### src/hw/rtl/tawh_pkg.sv
// Shared types, constants and the tangent table of the tilt alarm block.
package tawh_pkg;

  localparam int WINDOW      = 16;
  localparam int CNT_W       = $clog2(WINDOW + 1);
  localparam int SLOT_W      = $clog2(WINDOW);

  localparam int QUEUE_DEPTH = 2;
  localparam int QPTR_W      = $clog2(QUEUE_DEPTH);
  localparam int QCNT_W      = $clog2(QUEUE_DEPTH + 1);

  localparam int AXIS_W      = 16;
  localparam int ANGLE_W     = 8;
  localparam int P_W         = 7;
  localparam int PCT_W       = 7;
  localparam int MS_W        = 16;
  localparam int CFG_W       = 16;
  localparam int CFG_IDX_W   = 2;

  localparam int NUM_TAN     = 44;
  localparam int IDX_W       = 6;
  localparam int TAN_W       = 47;
  localparam int TAN_SPLIT   = 24;
  localparam int CMP_W       = 63;
  localparam int SCALE_SHIFT = 14;
  localparam int LO_PROD_W   = AXIS_W + TAN_SPLIT;
  localparam int HI_PROD_W   = AXIS_W + TAN_W - TAN_SPLIT;
  localparam int SCL_PROD_W  = 49;
  localparam logic [32:0] FIVE_POW14 = 33'd6103515625;

  localparam int LEVEL_N_W   = $clog2(WINDOW * 100 + 1);
  localparam int RECIP_SHIFT = 19;
  localparam int RECIP_W     = 13;
  localparam logic [RECIP_W-1:0] RECIP_100 = 13'd5243;
  localparam int LEVEL_P_W   = LEVEL_N_W + RECIP_W;

  localparam logic [P_W-1:0]     P_FLAT      = 7'd0;
  localparam logic [P_W-1:0]     P_DIAG      = 7'd45;
  localparam logic [P_W-1:0]     P_UPRIGHT   = 7'd90;
  localparam logic [P_W-1:0]     P_MIRROR    = 7'd89;
  localparam logic [ANGLE_W-1:0] A_HALF_TURN = 8'd180;
  localparam logic [ANGLE_W-1:0] A_HALF_LESS = 8'd179;
  localparam logic [PCT_W-1:0]   PCT_FULL    = 7'd100;

  localparam logic [CFG_IDX_W-1:0] CFG_ALERT_ANGLE   = 2'd0;
  localparam logic [CFG_IDX_W-1:0] CFG_ALERT_PERCENT = 2'd1;
  localparam logic [CFG_IDX_W-1:0] CFG_BLINK_MS      = 2'd2;

  localparam logic [ANGLE_W-1:0] RST_ALERT_ANGLE   = 8'd20;
  localparam logic [PCT_W-1:0]   RST_ALERT_PERCENT = 7'd70;
  localparam logic [MS_W-1:0]    RST_BLINK_MS      = 16'd500;

  typedef struct packed {
    logic              x_neg;
    logic              search;
    logic [P_W-1:0]    fixed_p;
    logic              a_lt_b;
    logic [AXIS_W-1:0] lo;
    logic [AXIS_W-1:0] hi;
    logic [MS_W-1:0]   elapsed;
  } tawh_item_t;

  // tan(d+1 degrees) scaled by 10^14
  function automatic logic [TAN_W-1:0] tan_value(input logic [IDX_W-1:0] idx);
    logic [TAN_W-1:0] t;
    case (idx)
      6'd0:  t = 47'd1745506492822;
      6'd1:  t = 47'd3492076949175;
      6'd2:  t = 47'd5240777928304;
      6'd3:  t = 47'd6992681194351;
      6'd4:  t = 47'd8748866352592;
      6'd5:  t = 47'd10510423526568;
      6'd6:  t = 47'd12278456090290;
      6'd7:  t = 47'd14054083470239;
      6'd8:  t = 47'd15838444032454;
      6'd9:  t = 47'd17632698070846;
      6'd10: t = 47'd19438030913772;
      6'd11: t = 47'd21255656167002;
      6'd12: t = 47'd23086819112556;
      6'd13: t = 47'd24932800284318;
      6'd14: t = 47'd26794919243112;
      6'd15: t = 47'd28674538575881;
      6'd16: t = 47'd30573068145866;
      6'd17: t = 47'd32491969623291;
      6'd18: t = 47'd34432761328967;
      6'd19: t = 47'd36397023426620;
      6'd20: t = 47'd38386403503542;
      6'd21: t = 47'd40402622583516;
      6'd22: t = 47'd42447481620960;
      6'd23: t = 47'd44522868530854;
      6'd24: t = 47'd46630765815500;
      6'd25: t = 47'd48773258856586;
      6'd26: t = 47'd50952544949443;
      6'd27: t = 47'd53170943166148;
      6'd28: t = 47'd55430905145277;
      6'd29: t = 47'd57735026918963;
      6'd30: t = 47'd60086061902756;
      6'd31: t = 47'd62486935190933;
      6'd32: t = 47'd64940759319751;
      6'd33: t = 47'd67450851684243;
      6'd34: t = 47'd70020753820971;
      6'd35: t = 47'd72654252800536;
      6'd36: t = 47'd75355405010279;
      6'd37: t = 47'd78128562650672;
      6'd38: t = 47'd80978403319501;
      6'd39: t = 47'd83909963117728;
      6'd40: t = 47'd86928673781623;
      6'd41: t = 47'd90040404429784;
      6'd42: t = 47'd93251508613766;
      6'd43: t = 47'd96568877480707;
      default: t = '0;
    endcase
    return t;
  endfunction

endpackage

### src/hw/rtl/tawh_front.sv
// Input side: takes samples, folds the axes to magnitudes and sorts them into angle classes.
module tawh_front (
  input  logic                       s_tvalid,
  output logic                       s_tready,
  input  logic [47:0]                s_tdata,   // accel_x, accel_z, elapsed_ms
  input  logic                       queue_full,
  output logic                       push,
  output tawh_pkg::tawh_item_t       push_item
);
  import tawh_pkg::*;

  logic [AXIS_W-1:0] raw_x;
  logic [AXIS_W-1:0] raw_z;
  logic [AXIS_W-1:0] mag_a;
  logic [AXIS_W-1:0] mag_b;
  logic              a_lt_b;

  assign raw_x    = s_tdata[15:0];
  assign raw_z    = s_tdata[31:16];
  assign mag_b    = raw_x[AXIS_W-1] ? AXIS_W'(~raw_x + 16'd1) : raw_x;
  assign mag_a    = raw_z[AXIS_W-1] ? AXIS_W'(~raw_z + 16'd1) : raw_z;
  assign a_lt_b   = mag_a < mag_b;

  assign s_tready = !queue_full;
  assign push     = s_tvalid && !queue_full;

  always_comb begin
    push_item.x_neg   = raw_x[AXIS_W-1];
    push_item.a_lt_b  = a_lt_b;
    push_item.lo      = a_lt_b ? mag_a : mag_b;
    push_item.hi      = a_lt_b ? mag_b : mag_a;
    push_item.elapsed = s_tdata[47:32];
    push_item.search  = 1'b0;
    if (mag_a == '0) begin
      push_item.fixed_p = P_FLAT;
    end else if (mag_b == '0) begin
      push_item.fixed_p = P_UPRIGHT;
    end else if (mag_a == mag_b) begin
      push_item.fixed_p = P_DIAG;
    end else begin
      push_item.fixed_p = P_FLAT;
      push_item.search  = 1'b1;
    end
  end

endmodule

### src/hw/rtl/tawh_queue.sv
// Short queue of classified samples between the input side and the angle engine.
module tawh_queue (
  input  logic                 clk,
  input  logic                 rst,
  input  logic                 push,
  input  tawh_pkg::tawh_item_t push_item,
  input  logic                 pop,
  output tawh_pkg::tawh_item_t head,
  output logic                 empty,
  output logic                 full
);
  import tawh_pkg::*;

  tawh_item_t        slots [QUEUE_DEPTH];
  logic [QPTR_W-1:0] wr_ptr;
  logic [QPTR_W-1:0] rd_ptr;
  logic [QCNT_W-1:0] count;

  assign empty = count == '0;
  assign full  = count == QCNT_W'(QUEUE_DEPTH);
  assign head  = slots[rd_ptr];

  always_ff @(posedge clk) begin
    if (push) begin
      slots[wr_ptr] <= push_item;
    end
  end

  always_ff @(posedge clk) begin
    if (rst) begin
      wr_ptr <= '0;
      rd_ptr <= '0;
      count  <= '0;
    end else begin
      if (push) begin
        wr_ptr <= (wr_ptr == QPTR_W'(QUEUE_DEPTH - 1)) ? '0 : wr_ptr + 1'b1;
      end
      if (pop) begin
        rd_ptr <= (rd_ptr == QPTR_W'(QUEUE_DEPTH - 1)) ? '0 : rd_ptr + 1'b1;
      end
      count <= count + QCNT_W'(push) - QCNT_W'(pop);
    end
  end

  assert property (@(posedge clk) disable iff (rst) full |-> !push)
    else $error("queue overrun");
  assert property (@(posedge clk) disable iff (rst) empty |-> !pop)
    else $error("queue underrun");
  assert property (@(posedge clk) disable iff (rst) count <= QCNT_W'(QUEUE_DEPTH))
    else $error("queue count out of range");

endmodule

### src/hw/rtl/tawh_back.sv
// Angle engine with tangent search, mark window, hysteresis flag, LED and output register.
module tawh_back (
  input  logic                            clk,
  input  logic                            rst,
  input  logic                            cfg_write,
  input  logic [tawh_pkg::CFG_IDX_W-1:0]  cfg_index,
  input  logic [tawh_pkg::CFG_W-1:0]      cfg_data,
  input  tawh_pkg::tawh_item_t            head,
  input  logic                            empty,
  output logic                            pop,
  output logic                            m_tvalid,
  input  logic                            m_tready,
  output logic [7:0]                      m_tdata,  // angle_deg
  output logic [1:0]                      m_tuser   // tilted, led_on
);
  import tawh_pkg::*;

  typedef enum logic [5:0] {
    S_IDLE   = 6'b000001,
    S_PREP   = 6'b000010,
    S_MUL_LO = 6'b000100,
    S_MUL_HI = 6'b001000,
    S_CMP    = 6'b010000,
    S_DONE   = 6'b100000
  } state_t;

  state_t             state;
  tawh_item_t         cur;

  logic [ANGLE_W-1:0] alert_angle;
  logic [PCT_W-1:0]   alert_percent;
  logic [MS_W-1:0]    blink_interval_ms;

  logic [PCT_W-1:0]     pct_c;
  logic [LEVEL_N_W-1:0] on_n;
  logic [LEVEL_N_W-1:0] off_n;
  logic [LEVEL_P_W-1:0] on_prod;
  logic [LEVEL_P_W-1:0] off_prod;
  logic [CNT_W-1:0]     on_level;
  logic [CNT_W-1:0]     off_level;

  logic [IDX_W-1:0]     bs_lo;
  logic [IDX_W-1:0]     bs_hi;
  logic [IDX_W-1:0]     mid;
  logic [IDX_W-1:0]     idx;
  logic [TAN_W-1:0]     tan_word;
  logic [CMP_W-1:0]     l_word;
  logic [LO_PROD_W-1:0] prod_lo;
  logic [HI_PROD_W-1:0] prod_hi;
  logic [CMP_W-1:0]     rhs;
  logic                 pass;
  logic [IDX_W-1:0]     bs_lo_next;
  logic [IDX_W-1:0]     bs_hi_next;
  logic [SCL_PROD_W-1:0] scaled_lo;

  logic [WINDOW-1:0]  marks;
  logic [SLOT_W-1:0]  write_slot;
  logic [CNT_W-1:0]   mark_count;
  logic               alarm_flag;
  logic               led_level;

  logic [P_W-1:0]     p_val;
  logic [ANGLE_W-1:0] angle;
  logic               mark;
  logic [CNT_W-1:0]   mark_count_next;
  logic               alarm_flag_next;
  logic               led_level_next;
  logic               retire;

  // configuration registers
  always_ff @(posedge clk) begin
    if (rst) begin
      alert_angle       <= RST_ALERT_ANGLE;
      alert_percent     <= RST_ALERT_PERCENT;
      blink_interval_ms <= RST_BLINK_MS;
    end else if (cfg_write) begin
      case (cfg_index)
        CFG_ALERT_ANGLE:   alert_angle       <= cfg_data[ANGLE_W-1:0];
        CFG_ALERT_PERCENT: alert_percent     <= cfg_data[PCT_W-1:0];
        CFG_BLINK_MS:      blink_interval_ms <= cfg_data[MS_W-1:0];
        default: ;
      endcase
    end
  end

  // hysteresis thresholds floor(WINDOW*pct/100), off with 100-pct, by reciprocal multiply
  assign pct_c    = (alert_percent > PCT_FULL) ? PCT_FULL : alert_percent;
  assign on_prod  = LEVEL_P_W'(on_n) * LEVEL_P_W'(RECIP_100);
  assign off_prod = LEVEL_P_W'(off_n) * LEVEL_P_W'(RECIP_100);

  always_ff @(posedge clk) begin
    on_n      <= LEVEL_N_W'(pct_c) * LEVEL_N_W'(WINDOW);
    off_n     <= LEVEL_N_W'(PCT_FULL - pct_c) * LEVEL_N_W'(WINDOW);
    on_level  <= on_prod[RECIP_SHIFT +: CNT_W];
    off_level <= off_prod[RECIP_SHIFT +: CNT_W];
  end

  // tangent search datapath
  assign mid       = IDX_W'((7'(bs_lo) + 7'(bs_hi) + 7'd1) >> 1);
  assign idx       = mid - 1'b1;
  assign tan_word  = tan_value(idx);
  assign rhs       = CMP_W'(prod_lo) + (CMP_W'(prod_hi) << TAN_SPLIT);
  assign pass      = l_word >= rhs;
  assign bs_lo_next = pass ? mid : bs_lo;
  assign bs_hi_next = pass ? bs_hi : mid - 1'b1;
  assign scaled_lo = SCL_PROD_W'(cur.lo) * SCL_PROD_W'(FIVE_POW14);

  always_ff @(posedge clk) begin
    case (state)
      S_IDLE: begin
        if (!empty) begin
          cur <= head;
        end
      end
      S_PREP: begin
        l_word <= CMP_W'(scaled_lo) << SCALE_SHIFT;
        bs_lo  <= '0;
        bs_hi  <= IDX_W'(NUM_TAN);
      end
      S_MUL_LO: prod_lo <= LO_PROD_W'(cur.hi) * LO_PROD_W'(tan_word[TAN_SPLIT-1:0]);
      S_MUL_HI: prod_hi <= HI_PROD_W'(cur.hi) * HI_PROD_W'(tan_word[TAN_W-1:TAN_SPLIT]);
      S_CMP: begin
        bs_lo <= bs_lo_next;
        bs_hi <= bs_hi_next;
      end
      default: ;
    endcase
  end

  // angle, mark, window, flag and LED update
  always_comb begin
    if (cur.search) begin
      p_val = cur.a_lt_b ? P_W'(bs_lo) : P_MIRROR - P_W'(bs_lo);
    end else begin
      p_val = cur.fixed_p;
    end
    if (!cur.x_neg) begin
      angle = ANGLE_W'(p_val);
    end else if (cur.search) begin
      angle = A_HALF_LESS - ANGLE_W'(p_val);
    end else begin
      angle = A_HALF_TURN - ANGLE_W'(p_val);
    end
    mark            = angle > alert_angle;
    mark_count_next = mark_count - CNT_W'(marks[write_slot]) + CNT_W'(mark);
    alarm_flag_next = alarm_flag ? (mark_count_next > off_level)
                                 : (mark_count_next > on_level);
    if (!alarm_flag_next) begin
      led_level_next = 1'b0;
    end else if (cur.elapsed >= blink_interval_ms) begin
      led_level_next = !led_level;
    end else begin
      led_level_next = led_level;
    end
  end

  assign retire = (state == S_DONE) && (!m_tvalid || m_tready);
  assign pop    = (state == S_IDLE) && !empty;

  always_ff @(posedge clk) begin
    if (rst) begin
      state      <= S_IDLE;
      marks      <= '0;
      write_slot <= '0;
      mark_count <= '0;
      alarm_flag <= 1'b0;
      led_level  <= 1'b0;
      m_tvalid   <= 1'b0;
    end else begin
      if (retire) begin
        m_tvalid <= 1'b1;
      end else if (m_tready) begin
        m_tvalid <= 1'b0;
      end
      case (state)
        S_IDLE: begin
          if (!empty) begin
            state <= S_PREP;
          end
        end
        S_PREP:   state <= cur.search ? S_MUL_LO : S_DONE;
        S_MUL_LO: state <= S_MUL_HI;
        S_MUL_HI: state <= S_CMP;
        S_CMP:    state <= (bs_lo_next == bs_hi_next) ? S_DONE : S_MUL_LO;
        S_DONE: begin
          if (retire) begin
            marks[write_slot] <= mark;
            write_slot <= (write_slot == SLOT_W'(WINDOW - 1)) ? '0 : write_slot + 1'b1;
            mark_count <= mark_count_next;
            alarm_flag <= alarm_flag_next;
            led_level  <= led_level_next;
            state      <= S_IDLE;
          end
        end
        default: state <= S_IDLE;
      endcase
    end
  end

  always_ff @(posedge clk) begin
    if (retire) begin
      m_tdata <= angle;
      m_tuser <= {led_level_next, alarm_flag_next};
    end
  end

  assert property (@(posedge clk) disable iff (rst)
      mark_count == CNT_W'($countones(marks)))
    else $error("mark count out of step with window");
  assert property (@(posedge clk) disable iff (rst) led_level |-> alarm_flag)
    else $error("LED lit without alarm");
  assert property (@(posedge clk) disable iff (rst)
      (state == S_MUL_LO) |-> (bs_lo < bs_hi))
    else $error("search bounds collapsed");
  assert property (@(posedge clk) disable iff (rst)
      (m_tvalid && !m_tready) |=> (state != S_IDLE || m_tvalid))
    else $error("result lost while stalled");

endmodule

### src/hw/rtl/tilt_alarm_window_hysteresis.sv
// Top level of the tilt alarm with majority-window hysteresis and blinking LED.
//
// Input stream (s_t*): one accelerometer sample per transfer, tdata holds
// accel_x [15:0], accel_z [31:16] and elapsed_ms [47:32].
// Output stream (m_t*): one result per sample, tdata holds angle_deg [7:0],
// tuser holds tilted [0] and led_on [1].
// Configuration: cfg_write with cfg_index 0 alert_angle, 1 alert_percent,
// 2 blink_interval_ms; write only while no sample is in flight.
// The angle engine takes flat, upright, diagonal or zero samples straight
// from S_PREP to S_DONE; other samples run a binary search over the 44
// tangent boundaries in 5 or 6 steps. Each step passes through S_MUL_LO and
// S_MUL_HI, which form a 16x24 and a 16x23 partial product, and S_CMP. One
// sample is in the angle engine at a time, so the engine does not take a new
// sample before it has retired the last one.
// A two-entry queue lets the input side take samples while the engine works.
// Reset clears the mark window, the count, the alarm flag, the LED and both
// streams, and restores the default configuration. When the receiver stalls
// the result holds, the engine waits to retire and the queue fills up.
module tilt_alarm_window_hysteresis (
  input  logic                            clk,
  input  logic                            rst,
  input  logic                            cfg_write,
  input  logic [tawh_pkg::CFG_IDX_W-1:0]  cfg_index,
  input  logic [tawh_pkg::CFG_W-1:0]      cfg_data,
  input  logic                            s_tvalid,
  output logic                            s_tready,
  input  logic [47:0]                     s_tdata,  // accel_x, accel_z, elapsed_ms
  output logic                            m_tvalid,
  input  logic                            m_tready,
  output logic [7:0]                      m_tdata,  // angle_deg
  output logic [1:0]                      m_tuser   // tilted, led_on
);
  import tawh_pkg::*;

  tawh_item_t push_item;
  tawh_item_t head;
  logic       push;
  logic       pop;
  logic       empty;
  logic       full;

  tawh_front u_front (
    .s_tvalid   (s_tvalid),
    .s_tready   (s_tready),
    .s_tdata    (s_tdata),
    .queue_full (full),
    .push       (push),
    .push_item  (push_item)
  );

  tawh_queue u_queue (
    .clk       (clk),
    .rst       (rst),
    .push      (push),
    .push_item (push_item),
    .pop       (pop),
    .head      (head),
    .empty     (empty),
    .full      (full)
  );

  tawh_back u_back (
    .clk       (clk),
    .rst       (rst),
    .cfg_write (cfg_write),
    .cfg_index (cfg_index),
    .cfg_data  (cfg_data),
    .head      (head),
    .empty     (empty),
    .pop       (pop),
    .m_tvalid  (m_tvalid),
    .m_tready  (m_tready),
    .m_tdata   (m_tdata),
    .m_tuser   (m_tuser)
  );

endmodule

### config.mk
export PLATFORM = sky130hd
export DESIGN_NAME = tilt_alarm_window_hysteresis
export DESIGN_NICKNAME = d
export VERILOG_FILES = /design/src/hw/rtl/tawh_pkg.sv /design/src/hw/rtl/tawh_front.sv /design/src/hw/rtl/tawh_queue.sv /design/src/hw/rtl/tawh_back.sv /design/src/hw/rtl/tilt_alarm_window_hysteresis.sv
export SDC_FILE = /design/constraint.sdc
export NUM_CORES = 2
export LEC_CHECK = 0
export BUFFER_PORTS_ARGS = -buffer_cell sky130_fd_sc_hd__buf_4
export CORE_ASPECT_RATIO = 0.5
export CORE_UTILIZATION = 30
export CTS_CLUSTER_DIAMETER = 80
export DETAILED_ROUTE_END_ITERATION = 12
export GPL_ROUTABILITY_DRIVEN = 1
export GPL_TIMING_DRIVEN = 0
export HOLD_SLACK_MARGIN = 0.02
export PLACE_DENSITY = 0.48
export SLEW_MARGIN = 10
export SYNTH_ARGS = -nofsm -noshare
export SYNTH_HDL_FRONTEND = slang
export SYNTH_SLANG_ARGS = --single-unit
### constraint.sdc
create_clock -name clk -period 11.6 [get_ports clk]
set_clock_uncertainty 0.2 [all_clocks]
set_input_delay 0.58 -clock clk [delete_from_list [all_inputs] [get_ports clk]]
set_output_delay 0.58 -clock clk [all_outputs]
set_load 0.01 [all_outputs]
==> impl_metrics.csv <==
group,metric,value,unit
status,outcome,"finished clean",
sta,timing.final.setup_violations,0,
die,die_area,193000,sq um
setup_path,critical-path-top-cell-by-count,"sky130_fd_sc_hd__fa_1",
clock_tree,clk_root_buffer_cell,"sky130_fd_sc_hd__clkbuf_16",
sta,setup_total_negative_slack,0,ns
die,core,190000,sq um
clock_tree,cts.sinks,404,
yosys,yosysUniqueCellTypes,93,
detailed_routing,drt.antenna.violating_nets,0,
global_routing,grt_util_met3,3.63,%
yosys,synth_cells,6077,
global_routing,grt_max_degree,49,
sta,finalHoldViolCount,0,
clock_tree,tritoncts,"built",
sta,period_share,97.7,%
setup_path,crit_path_max_incr_delay,0.62,ns
setup_path,timing.critical_path.required,11.83,ns
clock_tree,clock_latency_late_sink,0.68,ns
placement,placed_cells_incl_taps,8701,
yosys,synth_seq_cells,404,
yosys,post_synthesis_cell_area,57500,sq um
global_routing,grt_pass1_wl,302000,um
sta,grt_setup_unrepaired,"true",
setup_path,crit_fanout,10,
clock_tree,max-clock-path-buffers,3,
yosys,synthesis.nets,7625,
flow_run,cap_violations,0,
sta,worst_slew_margin_rel,13.5,%
global_routing,met1_track_usage_gr,30.2,%
detailed_routing,drt_wl_total,199000,um
clock_tree,h-tree-depth,2,
global_routing,track_usage,20.8,%
sta,timing.fmax,0.0883,GHz
yosys,number_of_enable_type_register_cells_in_the_synthesized_netlist,312,
global_routing,first_global_vias,46000,
yosys,postSynth.topFlopCell,"sky130_fd_sc_hd__edfxtp_1",
final_layout,layout-drive-gt1-share,7.54,%
sta,tightestPinTransition,1.30,ns
detailed_routing,wire_per_inst,22.4,um
yosys,asyncSetResetFlopFracSynth,0,%
setup_path,worst_setup_path_start_kind,"flop",
setup_path,critPathArrivalTime,11.56,ns
final_layout,number_of_nets_in_the_layout,7825,
die,die_width,621,um
detailed_routing,dr.first_iter.drc_count,3648,
final_layout,flow.area_growth_from_synthesis,12.0,%
die,floorplan.io_pins,83,
yosys,ys_seq_area_share,19.5,%
sta,finalWorstPathRequiredPeriod,11.33,ns
detailed_routing,drt_pre_antenna_iters,8,
die,placement_rows,113,
detailed_routing,detail_route.vias_per_cell,5.01,
die,chip_height,311,um
placement,routabilityCongestion,0.950,
clock_tree,tritoncts.num_buffers,47,
detailed_routing,detailroute.via_count,44300,
die,start_util,30.2,%
worst_hold_path,hold_class,"primary input to flop",
sta,worst_hold_slack,0.0423,ns
placement,port_buffers,81,
detailed_routing,detail_route.drc_violations,0,
placement,dpl.hpwl,160000,um
global_routing,initial_antenna_violation_count,13,
clock_tree,clkTransAtPathRegs,0.07,ns
setup_path,critical-path-slowest-cell,"sky130_fd_sc_hd__fa_2",
global_routing,grt_busiest_layer,"met2",
yosys,syn_area_per_cell,9.45,sq um
final_layout,final-instance-count-excl-fill,8849,
global_routing,grt_overflow,0,
setup_path,cp-end-kind,"flop",
global_routing,gr-usage-met2,32.0,%
sta,drv_slew,0,
yosys,synth.yosys.warnings,0,
setup_path,critPathKind,"flop to flop",
-- cell families after synthesis --
group | after synthesis | share of synthesized area [%]
compound gates | 903 | 10.1
xor+xnor | 216 | 3.34
fa+ha+maj | 1478 | 42.6
buf+inv | 1381 | 9.13
flops | 404 | 19.5
mux | 115 | 2.26
simple gates | 1580 | 13.0
-- worst max-delay path, delay by kind of cell (launching register included) --
kind	cells	cell delay, ns
buffers and inverters	9	2.18
adder cells (fa/ha/maj)	8	4.21
XOR/XNOR	2	0.44
AO/OA/AOI/OAI	11	2.31
flip-flops	1	0.36
AND/OR/NAND/NOR	6	1.34
-- metal layers --
layer / routed length (um) / part of all wire, % / vias up
met4: 5510 / 2.8 / 4
li1: - / - / 20200
met1: 92900 / 47 / 22400
met2: 85700 / 43 / 1459
met5: 24 / 0.012 / -
met3: 14400 / 7.3 / 307
-- final cells by class --
class | instances | area [sq um]
antenna | 4 | 10.0
buffer | 260 | 1190
clock buffer | 62 | 1290
clock inverter | 25 | 264
fill | 19800 | 126000
inverter | 1116 | 4190
multi-input combinational | 4292 | 41600
sequential | 404 | 11200
tap | 2530 | 3170
timing repair buffer | 156 | 1400
-- state kept, by name, indices dropped and copies added, names as in the netlist, 8 cells and up --
name                      cells
u_back.blink_interval_ms     16
u_back.cur                   54
u_back.alert_angle            8
u_queue.slots               108
u_back.m_tdata                8
u_back.marks                 16
u_back.prod_lo               40
u_back.prod_hi               39
u_back.l_word                49
-- metrics by stage --
step | cell area (sq um) | setup WS (ns) | utilization, %
after floorplan | 57500 | 1.02 | -
after global placement | 61200 | -3.81 | 32.2
after detailed placement | 61500 | -3.26 | 32.4
after CTS | 64000 | 0.00445 | 33.7
after global routing | 64300 | -0.0196 | 33.8
final | 64300 | 0.270 | 33.9
-- Yosys cell counts, types with 53 or more instances --
cell	number	area share (%)
sky130_fd_sc_hd__xnor2_1	117	1.8
sky130_fd_sc_hd__nand3_1	61	0.53
sky130_fd_sc_hd__mux2i_1	53	0.92
sky130_fd_sc_hd__mux2_2	56	1.1
sky130_fd_sc_hd__xor2_1	96	1.5
sky130_fd_sc_hd__fa_1	800	28
sky130_fd_sc_hd__a21oi_1	286	2.5
sky130_fd_sc_hd__nand2_1	700	4.6
sky130_fd_sc_hd__o21ai_0	168	1.5
sky130_fd_sc_hd__a21o_1	85	1.1
sky130_fd_sc_hd__inv_1	1113	7.3
sky130_fd_sc_hd__edfxtp_1	312	16
sky130_fd_sc_hd__clkbuf_1	200	1.3
sky130_fd_sc_hd__ha_1	677	15
sky130_fd_sc_hd__nor2_1	253	1.7
sky130_fd_sc_hd__and2_1	285	3.1
sky130_fd_sc_hd__dfxtp_1	92	3.2
-- worst paths after layout --
kind                                     startpoint                                 to  slack, ns  depth (start not counted)
setup / recovery      u_back.bs_lo[0]$_SDFFCE_PN0P_       u_back.prod_hi[37]$_DFFE_PP_       0.27                         36
hold / removal                          s_tdata[15]     u_queue.slots[1][57]$_DFFE_PP_       0.04                          1
setup reg to reg      u_back.bs_lo[0]$_SDFFCE_PN0P_       u_back.prod_hi[37]$_DFFE_PP_       0.27                         36
hold reg to reg   u_back.mark_count[0]$_SDFFE_PP0P_  u_back.mark_count[0]$_SDFFE_PP0P_       0.26                          2
-- timing repair --
action / 4_1_cts / 5_1_grt
hold buffers: 33 / 0
pin swaps: 11 / 10
endpoints found under the hold margin: 63 / 0
gates cloned: 0 / 0
setup endpoints to repair: 65 / 21
buffers inserted: 14 / 14
gates resized for setup: 137 / 68
-- layout by cell type (no fill, tap or decap), drive strengths merged, types with 53 or more instances in the layout --
master and count:
a21o 85, a21oi 286, and2 286, buf 186
clkbuf 258, dfxtp 92, edfxtp 312, fa 800
ha 677, inv 1120, mux2 56, mux2i 53
nand2 700, nand3 61, nor2 254, o21ai 181
xnor2 118, xor2 97
Power is left out: the tool's default activity adds up to more than one toggle a clock period on the data nets, which glitch-free logic cannot reach.
